### src/rtl/lrukv_pkg.sv
// lrukv_pkg: shared types and constants for the lru key-value cache
// no dependencies; imported by every module of the cache
package lrukv_pkg;

  localparam int unsigned ENTRIES_DEF = 16;
  localparam int unsigned CAP_W       = 5;
  localparam int unsigned KEY_W       = 32;
  localparam int unsigned VAL_W       = 32;

  localparam logic [CAP_W-1:0] CAP_RESET  = CAP_W'(16);
  localparam logic [VAL_W-1:0] MISS_VALUE = '1;
  localparam logic [VAL_W-1:0] PUT_VALUE  = '0;

  localparam logic REQ_GET = 1'b0;
  localparam logic REQ_PUT = 1'b1;

  typedef enum logic [1:0] {
    ST_IDLE,
    ST_LOOKUP,
    ST_UPDATE
  } state_e;

  // commands from controller to datapath
  typedef struct packed {
    logic load_req;  // capture the incoming transaction
    logic lookup;    // compare keys, read value memory
    logic commit;    // update ranks and stores, load result register
  } cmd_t;

endpackage

### src/rtl/lrukv_ctrl.sv
// lrukv_ctrl: sequencing state machine of the lru key-value cache
// depends on lrukv_pkg; drives the commands of lrukv_datapath
module lrukv_ctrl (
  input  logic          clk_i,
  input  logic          rst_ni,
  input  logic          in_valid_i,
  output logic          in_stall_o,
  output logic          out_valid_o,
  input  logic          out_stall_i,
  output lrukv_pkg::cmd_t cmd_o
);
  import lrukv_pkg::*;

  state_e state_q, state_d;
  logic   out_valid_q, out_valid_d;
  logic   can_commit;

  always_ff @(posedge clk_i or negedge rst_ni) begin
    if (!rst_ni) begin
      state_q     <= ST_IDLE;
      out_valid_q <= 1'b0;
    end else begin
      state_q     <= state_d;
      out_valid_q <= out_valid_d;
    end
  end

  // result register is free when empty or being drained this cycle
  assign can_commit = !out_valid_q || !out_stall_i;

  always_comb begin
    state_d      = state_q;
    in_stall_o   = 1'b1;
    cmd_o        = '0;
    out_valid_d  = out_valid_q && out_stall_i;
    case (state_q)
      ST_IDLE: begin
        in_stall_o = 1'b0;
        if (in_valid_i) begin
          cmd_o.load_req = 1'b1;
          state_d        = ST_LOOKUP;
        end
      end
      ST_LOOKUP: begin
        cmd_o.lookup = 1'b1;
        state_d      = ST_UPDATE;
      end
      ST_UPDATE: begin
        if (can_commit) begin
          in_stall_o   = 1'b0;
          cmd_o.commit = 1'b1;
          out_valid_d  = 1'b1;
          if (in_valid_i) begin
            cmd_o.load_req = 1'b1;
            state_d        = ST_LOOKUP;
          end else begin
            state_d = ST_IDLE;
          end
        end
      end
      default: begin
        state_d = ST_IDLE;
      end
    endcase
  end

  assign out_valid_o = out_valid_q;

endmodule

### src/rtl/lrukv_datapath.sv
// lrukv_datapath: key lanes, recency ranks, value memory and result register
// depends on lrukv_pkg; commanded by lrukv_ctrl
module lrukv_datapath #(
  parameter int unsigned Entries = lrukv_pkg::ENTRIES_DEF
) (
  input  logic                        clk_i,
  input  logic                        rst_ni,
  input  lrukv_pkg::cmd_t             cmd_i,
  input  logic                        cfg_write_i,
  input  logic [lrukv_pkg::CAP_W-1:0] cfg_capacity_i,
  input  logic                        req_type_i,
  input  logic [lrukv_pkg::KEY_W-1:0] lookup_key_i,
  input  logic [lrukv_pkg::VAL_W-1:0] write_value_i,
  output logic                        hit_o,
  output logic [lrukv_pkg::VAL_W-1:0] read_value_o
);
  import lrukv_pkg::*;

  localparam int unsigned IdxW  = (Entries > 1) ? $clog2(Entries) : 1;
  localparam int unsigned RankW = IdxW;
  localparam int unsigned OccW  = $clog2(Entries + 1);
  localparam int unsigned CmpW  = (OccW > CAP_W) ? OccW : CAP_W;

  // request register
  logic             req_put_q;
  logic [KEY_W-1:0] req_key_q;
  logic [VAL_W-1:0] req_val_q;

  // per-entry lanes
  logic [Entries-1:0] valid_q;
  logic [KEY_W-1:0]   key_q  [Entries];
  logic [RankW-1:0]   rank_q [Entries];
  logic [VAL_W-1:0]   val_mem [Entries];

  logic [OccW-1:0]  occ_q;
  logic [CAP_W-1:0] cap_q;

  // lookup results
  logic [Entries-1:0] match;
  logic [Entries-1:0] lru;
  logic               found;
  logic [IdxW-1:0]    hit_slot;
  logic [IdxW-1:0]    lru_slot;
  logic [OccW-1:0]    hit_rank;
  logic               fill;
  logic [IdxW-1:0]    tgt_d;
  logic [OccW-1:0]    old_rank_d;

  logic               found_q;
  logic               fill_q;
  logic [IdxW-1:0]    tgt_q;
  logic [OccW-1:0]    old_rank_q;
  logic [VAL_W-1:0]   rd_val_q;

  logic               touch;
  logic               hit_q;
  logic [VAL_W-1:0]   read_value_q;

  always_ff @(posedge clk_i) begin
    if (cmd_i.load_req) begin
      req_put_q <= req_type_i;
      req_key_q <= lookup_key_i;
      req_val_q <= write_value_i;
    end
  end

  always_ff @(posedge clk_i or negedge rst_ni) begin
    if (!rst_ni) begin
      cap_q <= CAP_RESET;
    end else if (cfg_write_i) begin
      cap_q <= cfg_capacity_i;
    end
  end

  // parallel compare; keys of valid entries are unique, so match is one-hot
  always_comb begin
    hit_slot = '0;
    lru_slot = '0;
    hit_rank = '0;
    for (int i = 0; i < Entries; i++) begin
      match[i] = valid_q[i] && (key_q[i] == req_key_q);
      // ranks of valid entries are 0..occ-1, the oldest holds occ-1
      lru[i]   = valid_q[i] && (OccW'(rank_q[i]) == (occ_q - OccW'(1)));
      if (match[i]) begin
        hit_slot = hit_slot | IdxW'(i);
        hit_rank = hit_rank | OccW'(rank_q[i]);
      end
      if (lru[i]) begin
        lru_slot = lru_slot | IdxW'(i);
      end
    end
    found = |match;
    // capacity zero acts as one; slots fill in order, so occ is the free slot
    fill  = (occ_q != OccW'(Entries)) &&
            ((CmpW'(occ_q) < CmpW'(cap_q)) || (occ_q == '0));
    if (found) begin
      tgt_d      = hit_slot;
      old_rank_d = hit_rank;
    end else if (fill) begin
      tgt_d      = occ_q[IdxW-1:0];
      old_rank_d = OccW'(Entries);
    end else begin
      tgt_d      = lru_slot;
      old_rank_d = occ_q - OccW'(1);
    end
  end

  always_ff @(posedge clk_i) begin
    if (cmd_i.lookup) begin
      found_q    <= found;
      fill_q     <= fill;
      tgt_q      <= tgt_d;
      old_rank_q <= old_rank_d;
      rd_val_q   <= val_mem[hit_slot];
    end
  end

  // a get that misses leaves the order alone
  assign touch = found_q || (req_put_q == REQ_PUT);

  always_ff @(posedge clk_i or negedge rst_ni) begin
    if (!rst_ni) begin
      valid_q <= '0;
      occ_q   <= '0;
      for (int i = 0; i < Entries; i++) begin
        rank_q[i] <= '0;
      end
    end else if (cmd_i.commit) begin
      if (touch) begin
        for (int i = 0; i < Entries; i++) begin
          if (IdxW'(i) == tgt_q) begin
            rank_q[i] <= '0;
          end else if (valid_q[i] && (OccW'(rank_q[i]) < old_rank_q)) begin
            rank_q[i] <= rank_q[i] + RankW'(1);
          end
        end
      end
      if ((req_put_q == REQ_PUT) && !found_q) begin
        valid_q[tgt_q] <= 1'b1;
        if (fill_q) begin
          occ_q <= occ_q + OccW'(1);
        end
      end
    end
  end

  always_ff @(posedge clk_i) begin
    if (cmd_i.commit && (req_put_q == REQ_PUT)) begin
      val_mem[tgt_q] <= req_val_q;
      if (!found_q) begin
        key_q[tgt_q] <= req_key_q;
      end
    end
  end

  always_ff @(posedge clk_i) begin
    if (cmd_i.commit) begin
      hit_q <= found_q;
      if (req_put_q == REQ_PUT) begin
        read_value_q <= PUT_VALUE;
      end else if (found_q) begin
        read_value_q <= rd_val_q;
      end else begin
        read_value_q <= MISS_VALUE;
      end
    end
  end

  assign hit_o        = hit_q;
  assign read_value_o = read_value_q;

endmodule

### src/rtl/lru_key_value_cache.sv
// lru_key_value_cache: top level of the fully associative lru key-value cache
// depends on lrukv_pkg, lrukv_ctrl and lrukv_datapath
//
// Fully associative key-value store with least-recently-used replacement.
// Each input transaction is a get (req_type 0) or a put (req_type 1) of a
// 32-bit key and returns exactly one result transaction: hit tells whether
// the key was present before the request; read_value is the stored value on
// a get hit, all ones on a get miss and zero for a put. A put to a new key
// fills the next free slot while occupancy is below the capacity register,
// else it evicts the least recent entry. Capacity zero acts as one and any
// value above Entries acts as Entries; lowering it never drops entries.
// Steps: a lookup state compares the request key against all Entries keys
// in parallel and reads the value memory, then an update state updates the
// recency ranks, the stores and the result register, which holds the result.
// A new transaction is accepted in the cycle the previous one commits, not
// before. The result register decouples the output: a stalled output only
// holds the cache once a second result is ready. No clearing pass is needed
// after reset; valid bits clear at once. The capacity port is always ready;
// the user must see that it is written only while the cache is idle; the
// block itself does not enforce this.
module lru_key_value_cache #(
  parameter int unsigned Entries = lrukv_pkg::ENTRIES_DEF  // 1 to 256
) (
  input  logic                        clk_i,
  input  logic                        rst_ni,
  // request channel
  input  logic                        in_valid_i,
  output logic                        in_stall_o,
  input  logic                        req_type_i,
  input  logic [lrukv_pkg::KEY_W-1:0] lookup_key_i,
  input  logic [lrukv_pkg::VAL_W-1:0] write_value_i,
  // result channel
  output logic                        out_valid_o,
  input  logic                        out_stall_i,
  output logic                        hit_o,
  output logic [lrukv_pkg::VAL_W-1:0] read_value_o,
  // capacity register write channel
  input  logic                        cfg_valid_i,
  output logic                        cfg_ready_o,
  input  logic [lrukv_pkg::CAP_W-1:0] cfg_capacity_i
);
  import lrukv_pkg::*;

  cmd_t cmd;

  // capacity writes complete immediately
  assign cfg_ready_o = 1'b1;

  lrukv_ctrl u_ctrl (
    .clk_i       (clk_i),
    .rst_ni      (rst_ni),
    .in_valid_i  (in_valid_i),
    .in_stall_o  (in_stall_o),
    .out_valid_o (out_valid_o),
    .out_stall_i (out_stall_i),
    .cmd_o       (cmd)
  );

  lrukv_datapath #(
    .Entries (Entries)
  ) u_datapath (
    .clk_i          (clk_i),
    .rst_ni         (rst_ni),
    .cmd_i          (cmd),
    .cfg_write_i    (cfg_valid_i && cfg_ready_o),
    .cfg_capacity_i (cfg_capacity_i),
    .req_type_i     (req_type_i),
    .lookup_key_i   (lookup_key_i),
    .write_value_i  (write_value_i),
    .hit_o          (hit_o),
    .read_value_o   (read_value_o)
  );

endmodule
### config.mk
export PLATFORM = sky130hd
export DESIGN_NAME = lru_key_value_cache
export DESIGN_NICKNAME = d
export VERILOG_FILES = /design/src/rtl/lrukv_pkg.sv /design/src/rtl/lrukv_ctrl.sv /design/src/rtl/lrukv_datapath.sv /design/src/rtl/lru_key_value_cache.sv
export SDC_FILE = /design/constraint.sdc
export NUM_CORES = 2
export LEC_CHECK = 0
export BUFFER_PORTS_ARGS = -buffer_cell sky130_fd_sc_hd__buf_4
export CORE_MARGIN = 4
export CORE_UTILIZATION = 55
export CTS_BUF_LIST = sky130_fd_sc_hd__clkbuf_16
export DETAILED_ROUTE_END_ITERATION = 7
export GPL_TIMING_DRIVEN = 0
export HOLD_SLACK_MARGIN = 0.08
export PLACE_DENSITY = 0.71
export SETUP_SLACK_MARGIN = 0.4
export SYNTH_ARGS = -nofsm -noshare
export SYNTH_HDL_FRONTEND = slang
export SYNTH_SLANG_ARGS = --single-unit
### constraint.sdc
create_clock -name clk_i -period 7.1 [get_ports clk_i]
set_input_delay 0.355 -clock clk_i [delete_from_list [all_inputs] [get_ports clk_i]]
set_output_delay 0.355 -clock clk_i [all_outputs]
set_load 0.05 [all_outputs]
# == Word-level counts from Yosys, hierarchy flattened ==
# Memory sizes are Yosys's and may differ from the RTL's. A register that Yosys moved wholly into a read port is not among the register bits.
# Index checks and enable logic that the tools add are counted.
# classes
bitwise_logic,16
muxes,104
n_shift,0
order_cmp,19
n_div,0
n_reduce_logical,97
n_addsub,18
mul,0
eq_ne,51
# ops
cell,count
32-bit == test,16
4-bit 2-to-1 mux,51
5-bit 2-to-1 mux,17
4-bit by 5-bit < comparator with 1-bit output,16
4-bit by 5-bit == test with 1-bit output,15
5-bit by 4-bit bitwise OR with 5-bit output,14
"4-bit by 1-bit adder with 4-bit output, second input constant",16
1-bit logical AND,52
3-bit AND reduction,17
"4-bit == test, first input constant",8
32-bit 2-to-1 mux,1
2-bit nonzero test,16
3-bit 2-to-1 mux,8
1-bit 2-to-1 mux,17
"3-bit by 4-bit == test with 1-bit output, first input constant",4
16-bit bitwise OR,1
16-bit OR reduction,1
2-bit 2-to-1 mux,6
"2-bit by 4-bit == test with 1-bit output, first input constant",2
2-bit one-hot mux with 3 select lines,1
"5-bit by 1-bit adder with 5-bit output, second input constant",1
5-bit zero test,1
"4-bit by 5-bit < comparator with 1-bit output, second input constant",1
5-bit < comparator,1
other kinds (16),22
# totals
latchBits,0
register_bits,202
inputBits,75
elab_cells,337
n_memories,2
out_inout_bits,36
mem_bits_rw,1024
romBits,0
# mem_list
memory,words,word_bits,rd,rd_clocked_by_memory_dff,write_ports,line,text
u_datapath.key_q,16,32,16,0,1,lrukv_datapath.sv:31,logic [KEY_W-1:0] key_q [Entries];
u_datapath.val_mem,16,32,1,1,1,lrukv_datapath.sv:33,logic [VAL_W-1:0] val_mem [Entries];

# == Longest topological paths before layout ==
# An unclocked memory read counts as a cell.
# depth
ltp_word,35
depth_mapped,15
depth_no_buf,11

# == Hierarchy ==
# A second synthesis with hierarchy kept.
# hier_totals
cells_unflattened,3911
area_unflattened_um2,55089.1
# modules_own_cells
module,cells_per_inst,seq_area_each_um2,area_each_um2,n_inst
lrukv_datapath,3895,37237.0,54930.2,1
lrukv_ctrl,14,75.1,147.6,1
lru_key_value_cache,2,0.0,11.3,1

# == Worst setup path before layout ==
# OpenSTA, ideal clock, no wires.
# synth_timing
kind,flip-flop to flip-flop
from,"register u_ctrl.out_valid_q, in the netlist u_ctrl.out_valid_o"
to,memory u_datapath.key_q[11][0] (enable)
period_less_slack_ns,5.514
required_time_ns,6.678
slack_ns,1.586
stages_incl_launch_ff,7
arrival_ns,5.092
path_cell_list,dfrtp_1 a21oi_1 nand2_1 or2_2 clkbuf_1 clkbuf_1 nor2_1
# synth_rtl
element,line,text
start: declaration,lrukv_ctrl.sv:15,"logic out_valid_q, out_valid_d;"
start signal: assignment,lrukv_ctrl.sv:24,out_valid_q <= out_valid_d;
end: declaration,lrukv_datapath.sv:31,

# == Worst setup path in the final report ==
# layout_timing
from,register u_datapath.req_key_q[16]
to,"register u_datapath.rd_val_q[29], read port of u_datapath.val_mem, data pin"
# layout_between
elab_chain_len,17
# layout_lines
element,line,text
start: declaration,lrukv_datapath.sv:26,logic [KEY_W-1:0] req_key_q;
start signal: assignment,lrukv_datapath.sv:62,req_key_q <= lookup_key_i;
32-bit == test,lrukv_datapath.sv:81,match[i] = valid_q[i] && (key_q[i] == req_key_q);
1-bit logical AND,lrukv_datapath.sv:81,
1-bit 2-to-1 mux,lrukv_datapath.sv:84,if (match[i]) begin
2-bit 2-to-1 mux (2 in a row),lrukv_datapath.sv:84,
3-bit 2-to-1 mux (4 in a row),lrukv_datapath.sv:84,
4-bit 2-to-1 mux (7 in a row),lrukv_datapath.sv:84,
4-bit 2-to-1 mux *,lrukv_datapath.sv:84,
end: declaration,lrukv_datapath.sv:53,logic [VAL_W-1:0] rd_val_q;
# Every way passes the cells marked *; elsewhere a longest branch is shown, timed or not.
# A chain may end at the register's enable or synchronous reset.

==> results.sh <==
export IMPL_switchingPower_uw=4610
export IMPL_initial_core_util_pct=55.68
export IMPL_post_cts_buffers=0
export IMPL_wl_met3_um=20060
export IMPL_ys_ff_latch=1258
export IMPL_synth_top_cell_by_area="edfxtp_1"
export IMPL_grt_remaining_overflow=0
export IMPL_ys_seq_area_share_pct=67.88
export IMPL_grt_pass1_wl_um=235400
export IMPL_clock_skew_final_ps=23.80
export IMPL_drc=0
export IMPL_netlist_top_cells_area="edfxtp_1 (64%), xor2_1 (7.4%), dfrtp_1 (4.2%)"
export IMPL_grt_pass1_vias=34840
export IMPL_clock_path_buffers=3
export IMPL_root_buffer="clkbuf_16"
export IMPL_maxSlewViolCount=74
export IMPL_worst_setup_path_end_kind="flip-flop"
export IMPL_drtAntennaViolNets=0
export IMPL_powerDensity_nw_per_um2=272.4
export IMPL_final_hold_violation_count=0
export IMPL_die_h_um=324.1
export IMPL_p_int_uw=12600
export IMPL_m1WireLength_um=63760
export IMPL_port_buffers=108
export IMPL_dr_total_vias=36010
export IMPL_dieArea_sq_um=105100
export IMPL_synth_enable_flop_cells=1165
export IMPL_place_congestion=0.9454
export IMPL_cts_sinks=1258
export IMPL_ios=111
export IMPL_area_growth_pct=14.95
export IMPL_fin_crit_ps=6126
export IMPL_ys_flop_type="edfxtp_1"
export IMPL_place_hpwl_um=104300
export IMPL_fillers=7108
export IMPL_viasPerCell=6.401
export IMPL_syn_area_per_cell_sq_um=14.17
export IMPL_grt_util_all_layers_pct=31.29
export IMPL_synthArstFlopShare_pct=7.393
export IMPL_clkTransAtPathRegs_ps=60
export IMPL_p_total_uw=17210
export IMPL_clkPwrFrac_pct=37.2
export IMPL_cts_tree="built"
export IMPL_syn_inst=3878
export IMPL_pwr_share_comb_pct=11.2
export IMPL_synth_top_area_share_pct=63.65
export IMPL_drive_gt1_share_pct=12.62
export IMPL_reg2reg_depth=13
export IMPL_firstDrtPassIters=6
export IMPL_detail_route_iter0_violations=5935
export IMPL_clock_fmax_mhz=163.2
export IMPL_wl_per_cell_um=29.26
export IMPL_relSlewSlack_pct=-2.071
export IMPL_routed_wirelength_um=164600
export IMPL_synth_cell_area_sq_um=54960
export IMPL_rows=115
export IMPL_rsz0062_at_grt="no"
export IMPL_grt_max_degree=94
export IMPL_pwr_share_seq_pct=51.5
export IMPL_ir_drop_v=0.0002358
export IMPL_hold_slack_ps=308.7
export IMPL_critical_path_class="reg2reg"
export IMPL_syn_nets=4024
export IMPL_yosysUniqueCellTypes=72
export IMPL_die_w_um=324.1
export IMPL_layout_nets=4381
export IMPL_hold_class="in2async"
export IMPL_cts_repair_resize_count=0
export IMPL_setup_worst_path_start_class="flip-flop"
export IMPL_antenna_found_initial=14
export IMPL_clk_latency_ps=760
export IMPL_violations="max-capacitance violations, max-slew violations"
export IMPL_outcome="finished, violations left"
export IMPL_required_ps=7560
export IMPL_cts_made_buffers=130
export IMPL_setup_tns_ps=0
export IMPL_setup_viol=0
export IMPL_p_sw_share_pct=26.79
export IMPL_top_layer="met5"
export IMPL_h_tree_depth=4
export IMPL_yosys_warnings=0
export IMPL_met2_wirelength_um=74310
export IMPL_arrival_ps=6580
export IMPL_tightest_slew_ps=1531
export IMPL_period_share_pct=86.28
export IMPL_drv_cap=5
export IMPL_crit_fanout=17
export IMPL_core_area_sq_um=98710
export IMPL_power_leakage_uw=0.02210
## per-layer routing
metal  vias to the layer above  track usage, %
met1                     17880           44.73
li1                      15330               -
met3                       395           6.108
met2                      2403           47.92
met5                         -               0
met4                         4           12.29
## flip-flops by register name (all words and copies together), names as in the netlist
name                     cells
u_datapath.key_q           512
u_datapath.val_mem         512
u_datapath.rank_q           64
u_datapath.rd_val_q         32
u_datapath.read_value_o     32
u_datapath.req_key_q        32
u_datapath.req_val_q        32
u_datapath.valid_q          16
u_datapath.cap_q             5
u_datapath.occ_q             5
u_datapath.old_rank_q        5
u_datapath.tgt_q             4
u_ctrl.state_q               2
u_ctrl.out_valid_o           1
u_datapath.fill_q            1
u_datapath.found_q           1
u_datapath.hit_o             1
u_datapath.req_put_q         1
## synth_stat cells (7+ instances only)
library cell	count
mux2i_1	75
a31oi_1	70
mux2_4	22
a211o_1	32
o21ai_0	132
nor3_1	50
a22oi_1	62
ha_1	71
buf_2	45
a21oi_1	87
or2_2	21
nand2_1	295
nor4_2	7
nand3_1	218
o21ai_1	24
xnor2_1	135
buf_4	32
mux2_2	13
clkbuf_1	75
nor4_1	173
inv_1	65
nor2_1	76
nand2b_1	26
edfxtp_1	1165
nor2b_1	7
buf_6	34
nand4_1	98
dfrtp_1	92
nor4b_1	10
and3_1	34
a21boi_0	32
nand4b_1	14
or4_1	13
a21o_1	37
xor2_1	463
## cell type report
type / instances / area [sq um] / area share [%]
clock inverter: 100 / 703.2 / 1.113
inverter: 66 / 247.7 / 0.3921
antenna: 4 / 10.01 / 0.01584
timing repair buffer: 225 / 2318 / 3.670
sequential: 1258 / 37310 / 59.06
clock buffer: 131 / 3278 / 5.189
tap: 1287 / 1610 / 2.549
buffer: 196 / 1227 / 1.943
multi-input combinational: 2358 / 16470 / 26.07
## power groups by stage
stage | registers (uW) | logic (uW) | clock network, uW
floorplan | 8800 | 1230 | 0
global placement | 9000 | 1770 | 0
detailed placement | 9000 | 1850 | 0
CTS | 8850 | 1900 | 6420
global route | 8880 | 2090 | 6760
finish | 8870 | 1930 | 6410
## worst max-delay path: stages, from the launching register on
cell and delay (ps):
edfxtp_1 1340, buf_2 590, buf_6 300, xor2_1 150, nor4_1 350, nand4_1 170
nor4_2 1210, nor4_4 330, buf_6 290, buf_2 220, nand3_1 120, nand3_1 100
a22oi_1 410, nand3_1 200
## cell usage in the layout, fill, tap and decap left out, drive strengths merged, types with 35 or more instances in the layout
| master | netlist | layout |
|---|---|---|
| dfrtp | 92 | 92 |
| nand3 | 218 | 218 |
| nor2 | 77 | 77 |
| nor4 | 181 | 181 |
| o21ai | 156 | 156 |
| nor3 | 51 | 51 |
| clkinv | 0 | 63 |
| edfxtp | 1165 | 1165 |
| xnor2 | 135 | 135 |
| dlygate4sd3 | 0 | 82 |
| xor2 | 463 | 463 |
| mux2i | 75 | 75 |
| buf | 121 | 262 |
| mux2 | 35 | 35 |
| nand4 | 98 | 98 |
| nand2 | 295 | 295 |
| clkbuf | 75 | 208 |
| a21oi | 87 | 87 |
| ha | 71 | 71 |
| a22oi | 62 | 62 |
| inv | 66 | 98 |
| a21o | 37 | 37 |
| a31oi | 70 | 70 |
## through the flow
step           setup WS [ps]  instance area (sq um)  cells  utilization (%)
2_1_floorplan           1586                  54960   3878                -
3_3_place_gp           -1774                  57390   5273            58.14
3_5_place_dp            1170                  58340   5305            59.11
4_1_cts                 1118                  63140   5618            63.97
5_1_grt                 1083                  63170   5621            64.00
6_report               974.4                  63180   5625            64.01
## worst paths after layout
path / start / end / slack, ps
min: rst_ni / u_datapath.rank_q[58] / 310
min reg2reg: u_datapath.valid_q[0] / u_datapath.valid_q[0] / 540
max reg2reg: u_datapath.req_key_q[16] / u_datapath.rd_val_q[29] / 970
max in group asynchronous: rst_ni / u_datapath.rank_q[32] / 6200
max: u_datapath.req_key_q[16] / u_datapath.rd_val_q[29] / 970
min in group clk_i: write_value_i[12] / u_datapath.req_val_q[12] / 320
## logic make-up (layout without fill, tap and decap cells)
| group | after synthesis | count (layout) | share of synthesized area (%) |
|---|---|---|---|
| buffers and inverters | 262 | 718 | 2.684 |
| AO/OA/AOI/OAI | 508 | 508 | 5.793 |
| other | 1 | 5 | 0.006823 |
| flip-flops | 1258 | 1258 | 67.88 |
| multiplexers | 110 | 110 | 2.233 |
| AND/OR/NAND/NOR | 1070 | 1070 | 10.25 |
| adder cells (fa/ha/maj) | 71 | 71 | 1.616 |
| XOR/XNOR | 598 | 598 | 9.529 |
## repair_timing
action / 4_1_cts / 5_1_grt
hold buffers: 82 / 0
endpoints found under the setup margin: 0 / 0
hold endpoints to repair: 176 / 0
(Power assumes the default switching activity.)
